<file path="config.mk">
export PLATFORM = sky130hd
export DESIGN_NAME = ccat_table
export DESIGN_NICKNAME = d
export VERILOG_FILES = /design/src/ccat_pkg.sv /design/src/ccat_table.sv
export SDC_FILE = /design/constraint.sdc
export NUM_CORES = 2
export LEC_CHECK = 0
export BUFFER_PORTS_ARGS = -buffer_cell sky130_fd_sc_hd__buf_2
export CORE_UTILIZATION = 45
export DETAILED_ROUTE_END_ITERATION = 6
export PLACE_DENSITY_LB_ADDON = 0.3
export SYNTH_ARGS = -nofsm -noshare
export SYNTH_HDL_FRONTEND = slang
export SYNTH_MEMORY_MAX_BITS = 65536
export SYNTH_SLANG_ARGS = --single-unit
</file>
<file path="constraint.sdc">
create_clock -name clk -period 4.7 [get_ports clk]
set_input_delay 0.47 -clock clk [delete_from_list [all_inputs] [get_ports clk]]
set_output_delay 0.47 -clock clk [all_outputs]
set_load 0.005 [all_outputs]
</file>
<file path="src/ccat_pkg.sv">
// Package with shared types and constants for the cell charge accumulator.
package ccat_pkg;

  localparam int unsigned TableCellsDefault = 32;
  localparam int unsigned IdW = 64;
  localparam int unsigned SumW = 40;
  localparam int unsigned DepW = 24;
  localparam int unsigned TimeW = 32;
  localparam int unsigned ChargeW = 31;
  localparam int unsigned DropW = 16;

  localparam logic CmdAccumulate = 1'b0;
  localparam logic CmdFlush = 1'b1;
  localparam logic KindCell = 1'b0;
  localparam logic KindSummary = 1'b1;

  localparam logic [SumW-1:0] SumMax = {SumW{1'b1}};
  localparam logic [DropW-1:0] DropMax = {DropW{1'b1}};
  localparam logic [ChargeW-1:0] ChargeMax = {ChargeW{1'b1}};

  typedef struct packed {
    logic                    command;
    logic [IdW-1:0]          cell_id;
    logic [DepW-1:0]         energy_deposit;
    logic signed [TimeW-1:0] time_stamp;
  } hit_t;

  typedef struct packed {
    logic                    kind;
    logic [IdW-1:0]          out_cell_id;
    logic [ChargeW-1:0]      charge;
    logic signed [TimeW-1:0] earliest_time;
    logic [DropW-1:0]        dropped_hits;
    logic                    last;
  } result_t;

  // Rounds a sum of 1/256 keV units half up to keV and saturates.
  function automatic logic [ChargeW-1:0] to_charge(input logic [SumW-1:0] s);
    logic [SumW:0] q;
    q = ({1'b0, s} + (SumW+1)'(128)) >> 8;
    if (q > (SumW+1)'(ChargeMax)) return ChargeMax;
    return q[ChargeW-1:0];
  endfunction

endpackage

</file>
<file path="src/ccat_table.sv">
// Cell table memory: key, sum and time arrays with registered read.
module ccat_table #(
  parameter int unsigned TableCells = 32,
  parameter int unsigned AddrW = 5
) (
  input  logic                         clk,
  input  logic [AddrW-1:0]             rd_addr,
  output logic [ccat_pkg::IdW-1:0]     rd_key,
  output logic [ccat_pkg::SumW-1:0]    rd_sum,
  output logic [ccat_pkg::TimeW-1:0]   rd_time,
  input  logic                         wr_en,
  input  logic                         wr_key_en,
  input  logic [AddrW-1:0]             wr_addr,
  input  logic [ccat_pkg::IdW-1:0]     wr_key,
  input  logic [ccat_pkg::SumW-1:0]    wr_sum,
  input  logic [ccat_pkg::TimeW-1:0]   wr_time
);
  import ccat_pkg::*;

  logic [IdW-1:0]   keys_mem  [TableCells];
  logic [SumW-1:0]  sums_mem  [TableCells];
  logic [TimeW-1:0] times_mem [TableCells];

  // Synchronous write and registered read.
  always_ff @(posedge clk) begin
    if (wr_en) begin
      sums_mem[wr_addr]  <= wr_sum;
      times_mem[wr_addr] <= wr_time;
      if (wr_key_en) keys_mem[wr_addr] <= wr_key;
    end
    rd_key  <= keys_mem[rd_addr];
    rd_sum  <= sums_mem[rd_addr];
    rd_time <= times_mem[rd_addr];
  end
endmodule

</file>
---- Word level (Yosys, flattened, before mapping) ----
Memories as Yosys holds them, arrays and structs flattened. A register that Yosys moved wholly into a read port is not among the register bits.
Index checks and enable logic that the tools add are counted.
storage, ports and cells
  flip-flop bits (word level) ............. 0
  latch bits .............................. 0
  RAM bits ................................ 4352
  memory bits (read-only) ................. 0
  input bits .............................. 149
  word-level logic and storage cells ...... 8
  memories ................................ 3
operators by class
  add/subtract/negate cells ............... 0
  multiply operators ...................... 0
  divide/modulo/power cells ............... 0
  $lt $le $gt $ge ......................... 0
  equality and inequality tests ........... 0
  shift-type cells ........................ 0
  multiplexer cells ....................... 5
  bitwise logic cells ..................... 0
  reduce and logical (&&, ||, !) cells .... 0
memory list
  name       depth  bits a word  read ports  clocked after memory_dff  write ports  line              text
  keys_mem   32     64           1           1                         1            ccat_table.sv:20  logic [IdW-1:0] keys_mem [TableCells];
  sums_mem   32     40           1           1                         1            ccat_table.sv:21  logic [SumW-1:0] sums_mem [TableCells];
  times_mem  32     32           1           1                         1            ccat_table.sv:22  logic [TimeW-1:0] times_mem [TableCells];
operators with widths
  kind    number
  $mux 1  5

---- Logic depth before layout (Yosys ltp) ----
  depth after elaboration ................. 3
  depth in mapped cells ................... 9

---- Least setup slack after synthesis ----
No wires, ideal clock.
  path type ............................... input to register
  start ................................... input port wr_addr[4]
  end ..................................... memory sums_mem[16][0], enable pin
  library setup time ...................... 0.503 ns
  data arrival time ....................... 4.304 ns
  data required time ...................... 4.197 ns
  path slack .............................. -0.107 ns
  stages .................................. 4
  buffers on the path ..................... 2
  cell sequence ........................... clkbuf_1 > or3b_2 > clkbuf_1 > nor2_1
RTL lines
  item         line              text
  from (decl)  ccat_table.sv:13  input logic [AddrW-1:0] wr_addr,
  to (decl)    ccat_table.sv:21
Straight into the memory's write port.

==> key figures <==
Floorplanning
  – Initial Util: between 40 and 50%
  – Die area: roughly 370000 sq um
  – Top Ports: roughly 290
  – Std-Cell Rows: roughly 220
  – Core region area: approximately 370000 sq um
  – DIE HEIGHT: approximately 610 um
  – Die X: approximately 600 um

Critical path
  – Critical path class: primary input to flop
  – CP Data Arrival Time: 3.55 ns
  – CP max stage cell: nor4_1
  – WP data required: about 5.4 ns
  – R2r endpoint: rd_key[60]$_DFF_P_
  – CP top delay family: simple AND/OR/NAND/NOR gates
  – WP buf/inv: 2
  – Critical R2R Launch: keys_mem[25][60]$_DFFE_PP_
  – Crit path cell chain: buf_2 -> or2_4 -> buf_12 -> o22ai_1 -> nor4_1
  – Worst Reg-to-Reg Cells: 3
  – Critical path startpoint category: primary input
  – Worst-path maximum fanout: 43
  – Flop-to-flop setup slack: roughly 2.7 ns
  – CP Capture Type: flop
  – Crit-path max cell delay: approximately 1.1 ns

Layout
  – Area growth, synth to finish: 14.1%
  – Utilization after layout: 51.6%
  – Fillers: 27830
  – Layout cells sized above 1: between 20% and 30%
  – Net total in the final layout: 7609

Logic synthesis
  – Yosys top cell by area: edfxtp_1
  – Post-synth ARST share: 0%
  – Post-Syn Area: 165000 sq um
  – Area share of the largest cell type after synthesis: 79.1%
  – Most frequent cell after synthesis: edfxtp_1
  – Post-synth EDFFs: approximately 4400
  – Count of cell types in the netlist: 30
  – Top post-synthesis cells by area: edfxtp_1 (79%), mux4_2 (14%), o22ai_1 (1.8%)
  – Synth warnings: 0
  – Mapped Cells: 6882
  – Synth Register Bits: 4488
  – Sequential share of the synthesized area: approximately 80%
  – Post-synth top flop: edfxtp_1
  – Post-Syn Area per Cell: 24.0 sq um
  – Syn nets: 7031
  – Post-synth top cells: edfxtp_1 (4352), mux4_2 (1016), o22ai_1 (472), buf_2 (144), mux2i_1 (144)

Drt
  – Drt first pass iters: 7
  – Vias post-DR: about 78000
  – Number of vias per cell: 6.15
  – DRT Wirelength: approximately 420 mm
  – Post-route ant nets: 0
  – Drt wl/cell: roughly 33 um
  – DRC: 0
  – DR iter-0 viols: 9664

Pwr
  – PD cells: around 440 nW/um^2
  – Maximum vdd ir drop: between 0.3 and 0.4 mV
  – Lkg Pwr: 58.6 nW

Clock tree
  – Htree depth: 5
  – Post-CTS sizing: 0
  – Maximum root-to-sink buffer count: 4
  – TritonCTS clock tree: built
  – Num CTS Buffers: about 430
  – Clk sinks: between 4000 and 5000
  – CTS clk-pin slew, worst paths: 0.06 ns
  – Skew-Pair Late Insertion Delay: around 0.93 ns
  – Number of buffers added for setup after CTS: 0
  – Root Buffer: clkbuf_16

Global route
  – Vias in the first global route: 78595
  – Initial antenna violation count: 70
  – Pin count of the biggest net entering global routing: 113
  – Grt ovf: 0
  – Global-route wire length before repair: roughly 590 mm
  – Global-route usage over all layers: between 20% and 30%

Worst hold path
  – Min-delay worst type: primary input to flop
  – Hold-critical path endpoint: keys_mem[6][0]$_DFFE_PP_
  – Hold path depth: 1
  – Hold_sp: wr_key[0]

Timing
  – Fmax: 0.350 GHz
  – Clock skew: around 0.064 ns
  – RSZ-0062 raised after global routing: false
  – Final setup TNS: 0 ns
  – Min cycle time layout: 2.86 ns
  – Endpoints failing setup: 0
  – Slew Limit Headroom: roughly 15%
  – Slew of the pin with the lowest slew margin: ~1.3 ns
  – Max-slew violations: 0
  – Final hold violations: 0
  – Final worst-path cycle share: 60.8%

Place
  – DP HPWL: slightly above 200 mm
  – RD Place Congestion: 0.745
  – Input/output buffers: ~280

Flow run
  – Max Cap Viol: 0

Outcome
  – Status: completed
==> placed cells by master, fill, tap and decap left out, types with 2 or more instances in the layout <==
master and n:
dlygate4sd3_1 35, or2_4 2, edfxtp_1 4352, clkbuf_8 26, clkinv_4 8, clkinv_1 70, nor2_2 3, dfxtp_1 136
inv_16 2, nand2_8 2, o22ai_1 472, inv_1 3, clkbuf_1 88, buf_2 282, nand2_1 6, nand4_1 19
inv_6 9, diode_2 26, nand3b_1 5, clkinv_2 79, mux4_2 1016, nor2b_4 2, buf_12 105, nand3_1 38
mux2i_1 144, clkinvlp_4 14, buf_4 104, clkbuf_16 437, nor2_4 65, bufinv_16 55, nor4_1 118, or3b_2 3
a22oi_1 108
==> what timing repair did <==
item                                   CTS  global route
hold buffers                            35             0
setup endpoints to repair                0             0
endpoints found under the hold margin  784             0
==> area by class of cell <==
class                   count  area [sq um]  share of cell area [%]
flip-flops and latches   4488        133000                    70.8
multi-input cells        2013         30200                    16.0
clock buffers             551         11600                    6.16
well taps                4816          6030                    3.20
repair buffers            526          4640                    2.46
clock inverters           238          2620                    1.39
diodes                     26          65.1                  0.0345
inverters                   3          11.3                 0.00597
==> layer usage <==
metal	part of all wire (%)	routed length (um)	global-route usage, %	vias to the layer above
met5	0.085	356	0	-
met4	2.3	9680	5.44	58
met3	9.3	39100	5.24	584
met2	48	202000	35.7	3517
met1	40	170000	31.7	42631
li1	-	-	-	31109
==> worst max-delay path by stage <==
stage | startpoint | endpoint | cells after the start
floorplan | wr_addr[4] | sums_mem[16][0]$_DFFE_PP_ | 4
global placement | rd_addr[4] | rd_key[60]$_DFF_P_ | 7
detailed placement | rd_addr[3] | rd_key[60]$_DFF_P_ | 5
CTS | rd_addr[3] | rd_key[60]$_DFF_P_ | 5
global route | rd_addr[3] | rd_key[62]$_DFF_P_ | 5
finish | rd_addr[3] | rd_key[60]$_DFF_P_ | 5
==> where the power goes <==
| part | internal (mW) | total, mW | switching, mW |
|---|---|---|---|
| logic | 1.34 | 3.45 | 2.11 |
| clock network | 20.5 | 35.0 | 14.5 |
| registers | 44.4 | 44.7 | 0.311 |
| total | 66.2 | 83.2 | 17.0 |
==> per-stage QoR <==
step	instance area (sq um)	hold slack (ns)	instances	total power, mW	setup slack (ns)
after detailed placement	174000	0.672	11811	49.0	0.926
after global routing	189000	0.0329	12649	85.3	1.78
after global placement	174000	0.669	11811	48.9	1.01
final	189000	0.0471	12661	83.2	1.84
after floorplan	165000	0.569	6882	47.3	-0.107
after CTS	188000	0.000170	12635	83.7	1.87
==> registers in the layout, summed over array words and instances, names as in the netlist <==
name	cells
rd_sum	40
times_mem	1024
rd_time	32
sums_mem	1280
keys_mem	2048
rd_key	64
==> cell families (layout without fill, tap and decap cells) <==
kind of cell	after synthesis	count (layout)	synth area share, %
AOI/OAI and AO/OA	580	580	2.28
other	0	26	0
DFF	4488	4488	80.7
buffers and inverters	381	1318	1.38
muxes	1160	1160	14.7
and+or+nand+nor	273	273	0.907
Note: power is estimated with default switching activity, not from simulation.
